==> config.mk <==
export PLATFORM = sky130hd
export DESIGN_NAME = sha256_message_hasher
export DESIGN_NICKNAME = d
export VERILOG_FILES = /design/src/hw/rtl/sha256_pkg.sv /design/src/hw/rtl/sha256_datapath.sv /design/src/hw/rtl/sha256_control.sv /design/src/hw/rtl/sha256_message_hasher.sv
export SDC_FILE = /design/constraint.sdc
export NUM_CORES = 2
export LEC_CHECK = 0
export BUFFER_PORTS_ARGS = -buffer_cell sky130_fd_sc_hd__buf_2
export CAP_MARGIN = 20
export CORE_MARGIN = 10
export CORE_UTILIZATION = 35
export DETAILED_ROUTE_END_ITERATION = 10
export HOLD_SLACK_MARGIN = 0.03
export REMOVE_ABC_BUFFERS = 1
export SLEW_MARGIN = 20
export SYNTH_ARGS = -nofsm -noshare
export SYNTH_HDL_FRONTEND = slang
export SYNTH_SLANG_ARGS = --single-unit
==> constraint.sdc <==
create_clock -name clock -period 14.55 [get_ports clock]
set_input_delay 1.455 -clock clock [delete_from_list [all_inputs] [get_ports clock]]
set_output_delay 1.455 -clock clock [all_outputs]
set_load 0.03 [all_outputs]
==> src/hw/rtl/sha256_pkg.sv <==
// Shared constants, types and round functions for the SHA-256 hasher.
package sha256_pkg;

   localparam int unsigned BLOCK_BYTES = 64;
   localparam int unsigned ROUNDS      = 64;
   localparam int unsigned HASH_WORDS  = 8;
   localparam int unsigned LENGTH_POS  = 56;
   localparam logic [7:0]  PAD_BYTE    = 8'h80;

   // Commands from the controller to the datapath
   typedef struct packed {
      logic       load_byte;   // shift a byte into the block window
      logic [7:0] load_value;  // byte to shift in
      logic       add_bits;    // count eight more message bits
      logic       start;       // copy hash words into working vars, round 0
      logic       round;       // run one compression round
      logic       finish;      // add working vars into hash words
      logic       rearm;       // restore initial hash, clear length
      logic       shift_out;   // rotate hash words by one for output
   } dp_cmd_type;

   // Status from the datapath to the controller
   typedef struct packed {
      logic [31:0] top_word;   // hash word emitted next
      logic [7:0]  len_byte;   // length byte selected by index
   } dp_stat_type;

   function automatic logic [31:0] round_k(input logic [5:0] idx);
      logic [31:0] k [0:63];
      k = '{
         32'h428a2f98, 32'h71374491, 32'hb5c0fbcf, 32'he9b5dba5,
         32'h3956c25b, 32'h59f111f1, 32'h923f82a4, 32'hab1c5ed5,
         32'hd807aa98, 32'h12835b01, 32'h243185be, 32'h550c7dc3,
         32'h72be5d74, 32'h80deb1fe, 32'h9bdc06a7, 32'hc19bf174,
         32'he49b69c1, 32'hefbe4786, 32'h0fc19dc6, 32'h240ca1cc,
         32'h2de92c6f, 32'h4a7484aa, 32'h5cb0a9dc, 32'h76f988da,
         32'h983e5152, 32'ha831c66d, 32'hb00327c8, 32'hbf597fc7,
         32'hc6e00bf3, 32'hd5a79147, 32'h06ca6351, 32'h14292967,
         32'h27b70a85, 32'h2e1b2138, 32'h4d2c6dfc, 32'h53380d13,
         32'h650a7354, 32'h766a0abb, 32'h81c2c92e, 32'h92722c85,
         32'ha2bfe8a1, 32'ha81a664b, 32'hc24b8b70, 32'hc76c51a3,
         32'hd192e819, 32'hd6990624, 32'hf40e3585, 32'h106aa070,
         32'h19a4c116, 32'h1e376c08, 32'h2748774c, 32'h34b0bcb5,
         32'h391c0cb3, 32'h4ed8aa4a, 32'h5b9cca4f, 32'h682e6ff3,
         32'h748f82ee, 32'h78a5636f, 32'h84c87814, 32'h8cc70208,
         32'h90befffa, 32'ha4506ceb, 32'hbef9a3f7, 32'hc67178f2};
      return k[idx];
   endfunction

   function automatic logic [31:0] initial_hash(input logic [2:0] idx);
      logic [31:0] h [0:7];
      h = '{32'h6a09e667, 32'hbb67ae85, 32'h3c6ef372, 32'ha54ff53a,
            32'h510e527f, 32'h9b05688c, 32'h1f83d9ab, 32'h5be0cd19};
      return h[idx];
   endfunction

   function automatic logic [31:0] rotr(input logic [31:0] x, input int unsigned n);
      return (x >> n) | (x << (32 - n));
   endfunction

endpackage

==> src/hw/rtl/sha256_datapath.sv <==
// Datapath: block window, message schedule, round unit, hash and length registers.
module sha256_datapath
   import sha256_pkg::*;
(
   input  logic        clock,
   input  logic        reset,
   input  dp_cmd_type  cmd,
   input  logic [5:0]  round_idx,
   input  logic [2:0]  len_idx,
   output dp_stat_type stat
);

   // Sixteen-word sliding window; bytes shift in at the low end of word 15
   logic [31:0] w_ff [0:15];
   logic [31:0] w_in [0:15];
   logic [31:0] h_ff [0:7];
   logic [31:0] h_in [0:7];
   logic [31:0] v_ff [0:7];
   logic [31:0] v_in [0:7];
   logic [63:0] bits_ff, bits_in;

   logic [31:0] s0, s1, w_next, t1, t2, e, a;

   always_comb begin
      s0 = rotr(w_ff[1], 7) ^ rotr(w_ff[1], 18) ^ (w_ff[1] >> 3);
      s1 = rotr(w_ff[14], 17) ^ rotr(w_ff[14], 19) ^ (w_ff[14] >> 10);
      w_next = s1 + w_ff[9] + s0 + w_ff[0];
      e = v_ff[4];
      a = v_ff[0];
      t1 = v_ff[7] + (rotr(e, 6) ^ rotr(e, 11) ^ rotr(e, 25))
         + ((e & v_ff[5]) ^ (~e & v_ff[6])) + round_k(round_idx) + w_ff[0];
      t2 = (rotr(a, 2) ^ rotr(a, 13) ^ rotr(a, 22))
         + ((a & v_ff[1]) ^ (a & v_ff[2]) ^ (v_ff[1] & v_ff[2]));
   end

   // Next values of window, working, hash and length registers
   always_comb begin
      w_in = w_ff;
      v_in = v_ff;
      h_in = h_ff;
      bits_in = bits_ff;
      if (cmd.load_byte) begin
         for (int i = 0; i < 15; i++) begin
            w_in[i] = {w_ff[i][23:0], w_ff[i + 1][31:24]};
         end
         w_in[15] = {w_ff[15][23:0], cmd.load_value};
      end
      if (cmd.add_bits) begin
         bits_in = bits_ff + 64'd8;
      end
      if (cmd.start) begin
         v_in = h_ff;
      end
      if (cmd.round) begin
         for (int i = 0; i < 15; i++) begin
            w_in[i] = w_ff[i + 1];
         end
         w_in[15] = w_next;
         v_in[7] = v_ff[6];
         v_in[6] = v_ff[5];
         v_in[5] = v_ff[4];
         v_in[4] = v_ff[3] + t1;
         v_in[3] = v_ff[2];
         v_in[2] = v_ff[1];
         v_in[1] = v_ff[0];
         v_in[0] = t1 + t2;
      end
      if (cmd.finish) begin
         for (int i = 0; i < 8; i++) begin
            h_in[i] = h_ff[i] + v_ff[i];
         end
      end
      if (cmd.shift_out) begin
         for (int i = 0; i < 7; i++) begin
            h_in[i] = h_ff[i + 1];
         end
         h_in[7] = h_ff[0];
      end
      if (cmd.rearm) begin
         for (int i = 0; i < 8; i++) begin
            h_in[i] = initial_hash(3'(i));
         end
         bits_in = '0;
      end
   end

   always_ff @(posedge clock) begin
      w_ff <= w_in;
      v_ff <= v_in;
      if (reset) begin
         for (int i = 0; i < 8; i++) begin
            h_ff[i] <= initial_hash(3'(i));
         end
         bits_ff <= '0;
      end else begin
         h_ff <= h_in;
         bits_ff <= bits_in;
      end
   end

   // Length byte, most significant first
   always_comb begin
      stat.top_word = h_ff[0];
      stat.len_byte = bits_ff[(7 - len_idx) * 8 +: 8];
   end

endmodule

==> src/hw/rtl/sha256_control.sv <==
// Controller: byte intake, padding sequence, round counter and digest output.
module sha256_control
   import sha256_pkg::*;
(
   input  logic        clock,
   input  logic        reset,
   input  logic [7:0]  in_byte,
   input  logic        in_valid_byte,
   input  logic        in_end,
   input  logic        in_fire,
   output logic        in_ready,
   input  dp_stat_type stat,
   output dp_cmd_type  cmd,
   output logic [5:0]  round_idx,
   output logic [2:0]  len_idx,
   output logic        out_valid,
   output logic [2:0]  out_index,
   input  logic        out_ready
);

   localparam logic [2:0] ST_IDLE  = 3'd0;
   localparam logic [2:0] ST_ROUND = 3'd1;
   localparam logic [2:0] ST_ADD   = 3'd2;
   localparam logic [2:0] ST_PAD   = 3'd3;
   localparam logic [2:0] ST_OUT   = 3'd4;

   logic [2:0] state_ff, state_in;
   logic [6:0] fill_ff, fill_in;    // bytes in window, 0..64
   logic [5:0] cnt_ff, cnt_in;      // round counter
   logic       closing_ff, closing_in; // message end pending
   logic       padded_ff, padded_in;   // 0x80 already placed
   logic       final_ff, final_in;     // current block holds the length
   logic [2:0] oidx_ff, oidx_in;

   assign round_idx = cnt_ff;
   assign len_idx   = fill_ff[2:0];
   assign in_ready  = (state_ff == ST_IDLE);
   assign out_valid = (state_ff == ST_OUT);
   assign out_index = oidx_ff;

   always_comb begin
      state_in = state_ff;
      fill_in = fill_ff;
      cnt_in = cnt_ff;
      closing_in = closing_ff;
      padded_in = padded_ff;
      final_in = final_ff;
      oidx_in = oidx_ff;
      cmd = '0;
      unique case (state_ff)
         ST_IDLE: begin
            if (in_fire) begin
               if (in_valid_byte) begin
                  cmd.load_byte = 1'b1;
                  cmd.load_value = in_byte;
                  cmd.add_bits = 1'b1;
                  fill_in = fill_ff + 7'd1;
               end
               closing_in = in_end;
               padded_in = 1'b0;
               if (in_valid_byte && fill_ff == 7'(BLOCK_BYTES - 1)) begin
                  cmd.start = 1'b1;
                  cnt_in = '0;
                  final_in = 1'b0;
                  state_in = ST_ROUND;
               end else if (in_end) begin
                  state_in = ST_PAD;
               end
            end
         end
         ST_ROUND: begin
            cmd.round = 1'b1;
            cnt_in = cnt_ff + 6'd1;
            if (cnt_ff == 6'(ROUNDS - 1)) begin
               state_in = ST_ADD;
            end
         end
         ST_ADD: begin
            cmd.finish = 1'b1;
            fill_in = '0;
            oidx_in = '0;
            if (final_ff) begin
               state_in = ST_OUT;
            end else if (closing_ff) begin
               state_in = ST_PAD;
            end else begin
               state_in = ST_IDLE;
            end
         end
         ST_PAD: begin
            // Place 0x80, zeros, then length bytes when the block has room
            cmd.load_byte = 1'b1;
            if (!padded_ff) begin
               cmd.load_value = PAD_BYTE;
               padded_in = 1'b1;
            end else if (fill_ff >= 7'(LENGTH_POS) && final_ff) begin
               cmd.load_value = stat.len_byte;
            end else begin
               cmd.load_value = 8'h00;
            end
            fill_in = fill_ff + 7'd1;
            if (fill_ff < 7'(LENGTH_POS)) begin
               final_in = (fill_ff == 7'(LENGTH_POS - 1)) ? 1'b1 : 1'b0;
            end
            if (fill_ff == 7'(BLOCK_BYTES - 1)) begin
               cmd.start = 1'b1;
               cnt_in = '0;
               state_in = ST_ROUND;
            end
         end
         ST_OUT: begin
            if (out_ready) begin
               cmd.shift_out = 1'b1;
               oidx_in = oidx_ff + 3'd1;
               if (oidx_ff == 3'(HASH_WORDS - 1)) begin
                  cmd.rearm = 1'b1;
                  closing_in = 1'b0;
                  final_in = 1'b0;
                  fill_in = '0;
                  state_in = ST_IDLE;
               end
            end
         end
         default: state_in = ST_IDLE;
      endcase
   end

   always_ff @(posedge clock) begin
      if (reset) begin
         state_ff <= ST_IDLE;
         fill_ff <= '0;
         cnt_ff <= '0;
         closing_ff <= 1'b0;
         padded_ff <= 1'b0;
         final_ff <= 1'b0;
         oidx_ff <= '0;
      end else begin
         state_ff <= state_in;
         fill_ff <= fill_in;
         cnt_ff <= cnt_in;
         closing_ff <= closing_in;
         padded_ff <= padded_in;
         final_ff <= final_in;
         oidx_ff <= oidx_in;
      end
   end

endmodule

==> src/hw/rtl/sha256_message_hasher.sv <==
// Top level of the SHA-256 message hasher: controller plus datapath.
//
// Usage: feed a message one item per byte on the req_ channel. tdata[7:0] is
// the byte, tuser[0] says the byte is present and tlast closes the message
// (an item with tlast and no byte hashes what was sent before, possibly
// nothing). After the closing item the eight digest words come out on the
// rsp_ channel, word 0 (most significant) first, tlast on word 7.
// Throughput: one byte item per cycle into the block window while req_tready
// is high; the 64th byte of a block starts the round loop and then the add
// step, during which req_tready is low. A closing item first pads the window
// one byte per cycle until the block is full, and each padded block then runs
// the round loop and the add step; when the length does not fit, a second
// block is padded and hashed the same way before the first digest word
// appears. The eight words then leave one per cycle while rsp_tready is high.
// The round unit does one compression round per cycle and sets the block rate.
// Reset restores the initial hash values and clears the length count.
// A stalled receiver holds the current word; nothing is dropped and no
// new item is taken until the last word has been accepted.
module sha256_message_hasher
   import sha256_pkg::*;
(
   input  logic        clock,
   input  logic        reset,
   input  logic        req_tvalid,
   output logic        req_tready,
   input  logic [7:0]  req_tdata,   // [7:0] data_byte
   input  logic        req_tuser,   // [0] byte_valid
   input  logic        req_tlast,   // end_of_message
   output logic        rsp_tvalid,
   input  logic        rsp_tready,
   output logic [39:0] rsp_tdata,   // [31:0] digest_word, [34:32] word_index, rest 0
   output logic        rsp_tlast    // last_word
);

   dp_cmd_type  cmd;
   dp_stat_type stat;
   logic [5:0]  round_idx;
   logic [2:0]  len_idx;
   logic [2:0]  out_index;
   logic        in_fire;

   assign in_fire = req_tvalid && req_tready;

   sha256_control u_control (
      .clock        (clock),
      .reset        (reset),
      .in_byte      (req_tdata),
      .in_valid_byte(req_tuser),
      .in_end       (req_tlast),
      .in_fire      (in_fire),
      .in_ready     (req_tready),
      .stat         (stat),
      .cmd          (cmd),
      .round_idx    (round_idx),
      .len_idx      (len_idx),
      .out_valid    (rsp_tvalid),
      .out_index    (out_index),
      .out_ready    (rsp_tready)
   );

   sha256_datapath u_datapath (
      .clock    (clock),
      .reset    (reset),
      .cmd      (cmd),
      .round_idx(round_idx),
      .len_idx  (len_idx),
      .stat     (stat)
   );

   assign rsp_tdata = {5'd0, out_index, stat.top_word};
   assign rsp_tlast = (out_index == 3'(HASH_WORDS - 1));

endmodule

## Word-level counts from Yosys, hierarchy flattened

Memory sizes are Yosys's and may differ from the RTL's.
Index checks and enable logic that the tools add are counted.

| word-level totals | value |
|---|---|
| word-level logic and storage cells | 188 |
| memories kept | 1 |
| output and inout port bits | 43 |
| bits in latches | 0 |
| input bits | 14 |
| bits in read-only memories | 2048 |
| flip-flop bits (word level) | 1110 |
| memory bits (writable) | 0 |

Memories:

| name | words | width | read ports | clocked after Yosys merged registers in | write ports | RTL line | source |
|---|---|---|---|---|---|---|---|
| (no name shown) | 64 | 32 | 1 | 0 | 0 | sha256_pkg.sv:47 | `return k[idx];` |

| cells by class | value |
|---|---|
| bitwise logic cells | 28 |
| shifts and indexed selects | 1 |
| equal/unequal tests | 17 |
| reductions and logical operators | 21 |
| mux-type cells | 54 |
| add/subtract/negate cells | 23 |
| div/mod/pow operators | 0 |
| magnitude comparators | 3 |
| $mul | 0 |

Operators by type and width:

| kind | count |
|---|---|
| 2-to-1 mux 256 bit | 4 |
| 2-to-1 mux 512 bit | 2 |
| adder 32 bit | 18 |
| XOR 32 bit | 9 |
| bitwise AND 32 bit | 5 |
| adder 64 x 4 -> 64 bit, second input constant | 1 |
| 2-to-1 mux 32 bit | 2 |
| variable part select 64 x 33 -> 8 bit | 1 |
| NOT 32 bit | 1 |
| bitwise OR 10 x 32 -> 32 bit | 1 |
| bitwise OR 13 x 32 -> 32 bit | 1 |
| bitwise OR 14 x 32 -> 32 bit | 1 |
| bitwise OR 15 x 32 -> 32 bit | 1 |
| bitwise OR 19 x 32 -> 32 bit | 1 |
| bitwise OR 21 x 32 -> 32 bit | 1 |
| bitwise OR 25 x 32 -> 32 bit | 1 |
| bitwise OR 26 x 32 -> 32 bit | 1 |
| bitwise OR 30 x 32 -> 32 bit | 1 |
| bitwise OR 7 x 32 -> 32 bit | 1 |
| XOR 32 x 22 -> 32 bit | 1 |
| XOR 32 x 29 -> 32 bit | 1 |
| 2-to-1 mux 7 bit | 4 |
| case mux 7 bit (4 select lines) | 1 |
| 2-to-1 mux 3 bit | 9 |
| other kinds (37) | 78 |

## Depth between registers and ports, before layout

| depth | value |
|---|---|
| word-level depth | 9 |
| gate-level depth with buffers | 41 |
| mapped depth without buffers | 39 |

## Hierarchy

From an unflattened synthesis, not the netlist that was laid out.

| second synthesis, totals | value |
|---|---|
| cell total of the unflattened synthesis | 7326 |
| area total of the unflattened synthesis | 75130.8 µm² |

By module, submodules not included:

| module | times used | cells each | sequential area each (µm²) | area each (µm²) |
|---|---|---|---|---|
| sha256_datapath | 1 | 7139 | 29408.2 | 73659.4 |
| sha256_control | 1 | 179 | 440.4 | 1417.6 |
| sha256_message_hasher | 1 | 8 | 0.0 | 53.8 |

## Worst setup path before layout

OpenSTA, ideal clock, no wires.

| timing | value |
|---|---|
| path type | in2reg |
| start point | input req_tvalid |
| end point | register u_datapath.w_ff[0] in the netlist's numbering (enable) |
| path buffers | 0 |
| arrival | 9884 ps |
| required time | 10856 ps |
| library setup time | 3694 ps |
| stages | 2 |
| path slack | 972 ps |
| cells stage by stage | nand3_1 > nand2_1 |

| on the way | value |
|---|---|
| longest elaborated chain between the ends | 4 |

RTL lines:

| element | RTL line | source |
|---|---|---|
| start, declared | sha256_message_hasher.sv:24 | `input logic req_tvalid,` |
| logical AND 1 bit | sha256_message_hasher.sv:42 | `assign in_fire = req_tvalid && req_tready;` |
| 2-to-1 mux 11 bit | sha256_control.sv:52 | `if (in_fire) begin` |
| case mux 9 bit (2 select lines) | sha256_control.sv:50 | `unique case (state_ff)` |
| nonzero test 2 bit (no line) | n/a |  |
| end signal, assigned | sha256_datapath.sv:88 | `w_ff <= w_in;` |
| end, declared | sha256_datapath.sv:14 | `logic [31:0] w_ff [0:15];` |

Every way passes these cells.
A chain may end at the register's enable or synchronous reset.

==> run_summary.xml <==
<?xml version="1.0" encoding="UTF-8"?>
<metrics>
  <group name="cts">
    <metric name="worst_skew_pair.late_latency" unit="ns">0.79</metric>
    <metric name="tritoncts" unit="">built</metric>
    <metric name="numClockSinks" unit="">1107</metric>
    <metric name="cts_root_buf" unit="">clkbuf_16</metric>
    <metric name="clock_transition_at_path_regs" unit="ns">0.06</metric>
    <metric name="hold_buffers" unit="">0</metric>
    <metric name="ctsLongestPathBuffers" unit="">3</metric>
    <metric name="cts_repair_resize_count" unit="">0</metric>
    <metric name="cts_inserted_buffers" unit="">132</metric>
    <metric name="number_of_buffers_added_for_setup_after_cts" unit="">0</metric>
    <metric name="cts_max_level" unit="">4</metric>
  </group>
  <group name="placed_design">
    <metric name="gp_routability_congestion" unit="">0.966</metric>
    <metric name="place_hpwl" unit="mm">175</metric>
    <metric name="placement.cell_area" unit="sq um">76600</metric>
    <metric name="dpl.cell_count" unit="">10846</metric>
    <metric name="io_buffer_count" unit="">51</metric>
  </group>
  <group name="setup_path">
    <metric name="timing.critical_path.mode_cell" unit="">fa_1</metric>
    <metric name="worst_path_max_delay_cell" unit="">ha_1</metric>
    <metric name="worstPathMaxFanout" unit="">34</metric>
    <metric name="cp-end-kind" unit="">register</metric>
    <metric name="r2r_end" unit="">u_datapath.a[30]</metric>
    <metric name="reg2reg_depth" unit="">32</metric>
    <metric name="slowest_delay" unit="ns">0.94</metric>
    <metric name="register_to_register_setup_slack" unit="ns">3.35</metric>
    <metric name="crit_arrival" unit="ns">11.71</metric>
    <metric name="start_kind" unit="">register</metric>
    <metric name="ws_path_type" unit="">reg -&gt; reg</metric>
    <metric name="startpoint_of_the_worst_register_to_register_path" unit="">u_control.round_idx[0]</metric>
    <metric name="timing.critical_path.required" unit="ns">15.06</metric>
  </group>
  <group name="timing">
    <metric name="report.final.hold_viol_count" unit="">0</metric>
    <metric name="max_clock_freq" unit="MHz">89.3</metric>
    <metric name="fin_worst_skew" unit="ns">0.0243</metric>
    <metric name="tightest_slew" unit="ns">1.11</metric>
    <metric name="setup_viol" unit="">0</metric>
    <metric name="report.final.slew_viol_count" unit="">0</metric>
    <metric name="final_period_minus_worst_setup_slack" unit="ns">11.20</metric>
    <metric name="slew-limit-headroom" unit="%">25.1</metric>
    <metric name="min_period_over_period" unit="%">77.0</metric>
    <metric name="unrepaired_setup_endpoints_after_global_routing" unit="">false</metric>
  </group>
  <group name="logic_synthesis">
    <metric name="post_synth_instance_area" unit="sq um">74200</metric>
    <metric name="synth_cell_types" unit="">90</metric>
    <metric name="post_synthesis_average_cell_area" unit="sq um">8.81</metric>
    <metric name="synth_edf_count" unit="">768</metric>
    <metric name="netlist_instances" unit="">8429</metric>
    <metric name="yosys_register_bits" unit="">1107</metric>
    <metric name="dominantRegCellSynth" unit="">edfxtp_1</metric>
    <metric name="yosysWarningCount" unit="">0</metric>
    <metric name="yosysSeqAreaShare" unit="%">40.2</metric>
    <metric name="async_flop_share" unit="%">0</metric>
  </group>
  <group name="routing">
    <metric name="drc" unit="">0</metric>
    <metric name="wirelength" unit="mm">242</metric>
    <metric name="drt.antenna.violating_nets" unit="">0</metric>
    <metric name="detail_route.first_pass.iterations" unit="">7</metric>
    <metric name="post_dr_wirelength_cell" unit="um">21.9</metric>
    <metric name="routed-via-count" unit="">61040</metric>
    <metric name="detailedRoute.firstIterationViolations" unit="">6261</metric>
    <metric name="via_per_inst" unit="">5.50</metric>
  </group>
  <group name="global_route">
    <metric name="grt_overflow_total" unit="">0</metric>
    <metric name="grt_util_all_layers" unit="%">20.2</metric>
    <metric name="grt_pass1_wl" unit="mm">366</metric>
    <metric name="grt_pass1_vias" unit="">59234</metric>
    <metric name="grt_start_max_net_pins" unit="">187</metric>
    <metric name="antenna_found_initial" unit="">2</metric>
  </group>
  <group name="floorplan">
    <metric name="die_w" unit="um">481</metric>
    <metric name="floorplan_die_area" unit="sq um">231000</metric>
    <metric name="core_area" unit="sq um">211000</metric>
    <metric name="fp.dieH" unit="um">481</metric>
    <metric name="placement_rows" unit="">169</metric>
    <metric name="initial_core_util" unit="%">35.1</metric>
    <metric name="num_io_pins" unit="">57</metric>
  </group>
  <group name="layout">
    <metric name="layout_common_cells" unit="">2444 x nand2_1, 768 x edfxtp_1, 469 x o21ai_0, 450 x a21oi_1, 396 x ha_1</metric>
    <metric name="final_design_area_no_fill" unit="sq um">81200</metric>
    <metric name="fin_cells" unit="">11091</metric>
    <metric name="layout.cells.most_common" unit="">nand2_1</metric>
    <metric name="syn2layout_area_growth" unit="%">9.35</metric>
    <metric name="finish.net_count" unit="">8764</metric>
    <metric name="layout-drive-gt1-share" unit="%">4.91</metric>
  </group>
  <group name="min_path">
    <metric name="hold_path_end" unit="">u_datapath.h_ff[192]</metric>
    <metric name="min_path_cells" unit="">2</metric>
    <metric name="min_path_type" unit="">reg -&gt; reg</metric>
    <metric name="hp-start" unit="">u_datapath.h_ff[192]</metric>
  </group>
  <group name="flow_run">
    <metric name="cap_viol_max_count" unit="">0</metric>
  </group>
  <group name="run_status">
    <metric name="status" unit="">complete, no violations</metric>
  </group>
</metrics>
[critical path, delay by kind of cell (launching register included)]
family          cells  cell delay, ns
compound gates     10            3.60
mux                 1            0.53
flops               1            0.30
xor+xnor            1            0.17
simple gates        8            1.80
buf+inv             5            1.03
fa+ha+maj           7            3.45
[how the worst max path moves through the flow]
stage | start | to | slack (ns) | cells past startpoint
finish | u_control.round_idx[0] | u_datapath.a[30] | 3.35 | 32
global route | u_control.round_idx[0] | u_datapath.a[30] | 2.79 | 32
CTS | u_control.round_idx[0] | u_datapath.a[30] | 3.57 | 32
detailed placement | u_control.round_idx[0] | u_datapath.a[30] | 3.60 | 32
global placement | u_control.round_idx[0] | u_datapath.a[30] | 3.67 | 33
floorplan | u_control.state_ff[0] | u_control.state_ff[0] | -10.60 | 5
[routing by layer]
metal	up-vias	wire (um)	GRT usage [%]
li1	28698	-	-
met1	30008	109000	27.9
met2	1966	109000	32.0
met3	368	14200	2.77
met4	0	9760	7.48
met5	-	0	0
[synth_stat cells, types with 28 or more instances]
cell type | n | area share [%]
xnor2_1 | 383 | 4.5
buf_1 | 34 | 0.17
a21o_1 | 169 | 1.7
a221oi_1 | 146 | 1.7
o21a_1 | 68 | 0.69
a22oi_1 | 99 | 1.0
o21ai_0 | 469 | 3.2
nand2b_1 | 86 | 0.72
a21oi_1 | 450 | 3.0
nor2_1 | 336 | 1.7
dfxtp_1 | 339 | 9.1
or3_1 | 42 | 0.35
ha_1 | 396 | 6.7
buf_4 | 38 | 0.38
xor2_1 | 217 | 2.6
nand3_1 | 120 | 0.81
nor2b_1 | 52 | 0.44
o31ai_1 | 41 | 0.41
nand2_1 | 2446 | 12
o211ai_1 | 34 | 0.34
edfxtp_1 | 768 | 31
nor3_1 | 96 | 0.65
fa_1 | 195 | 5.3
a211oi_1 | 62 | 0.63
o21bai_1 | 53 | 0.54
o22ai_1 | 28 | 0.24
and3_1 | 59 | 0.50
inv_1 | 289 | 1.5
nand4_1 | 49 | 0.41
a31oi_1 | 42 | 0.35
mux2i_1 | 54 | 0.73
clkbuf_1 | 461 | 2.3
[per-stage QoR]
stage	worst slack, ns	hold WS, ns	TNS, ns	util (%)
after floorplan	-10.60	0.452	-8610.93	-
after global placement	3.67	0.466	0	36.2
after detailed placement	3.60	0.474	0	36.2
after CTS	3.57	0.483	0	38.4
after global routing	2.79	0.521	0	38.4
final	3.35	0.482	0	38.4
[flip-flops by register name, summed over array words and instances, names as in the netlist]
register	cells
u_datapath.v_ff	192
u_datapath.stat	32
u_datapath.bits_ff	61
u_control.round_idx	6
u_control.closing_ff	1
u_control.out_index	3
u_control.state_ff	3
u_control.final_ff	1
u_control.padded_ff	1
u_datapath.w_ff	512
u_control.fill_ff	7
u_datapath.h_ff	224
u_datapath.e	32
u_datapath.a	32
[kinds of logic after synthesis]
group	Yosys count	share of synthesized area, %
and+or+nand+nor	3383	19.0
AOI/OAI and AO/OA	1811	15.6
DFF	1107	40.2
buffers and inverters	827	4.38
adders and majority gates	617	12.3
xor gates and xnor gates	601	7.11
muxes	82	1.44
other	1	0.00505
[final cells by class]
cell class                 instances  area, sq um
sequential                      1107        29900
clock buffer                     176         3670
inverter                         292         1100
tap                             2821         3530
antenna                            1         2.50
multi-input combinational       6499        41200
fill                           21278       130000
timing repair buffer             127          887
clock inverter                    68          912
Power is not shown: default switching activity piles up to over one toggle a cycle in this logic, so the estimate is an artifact.
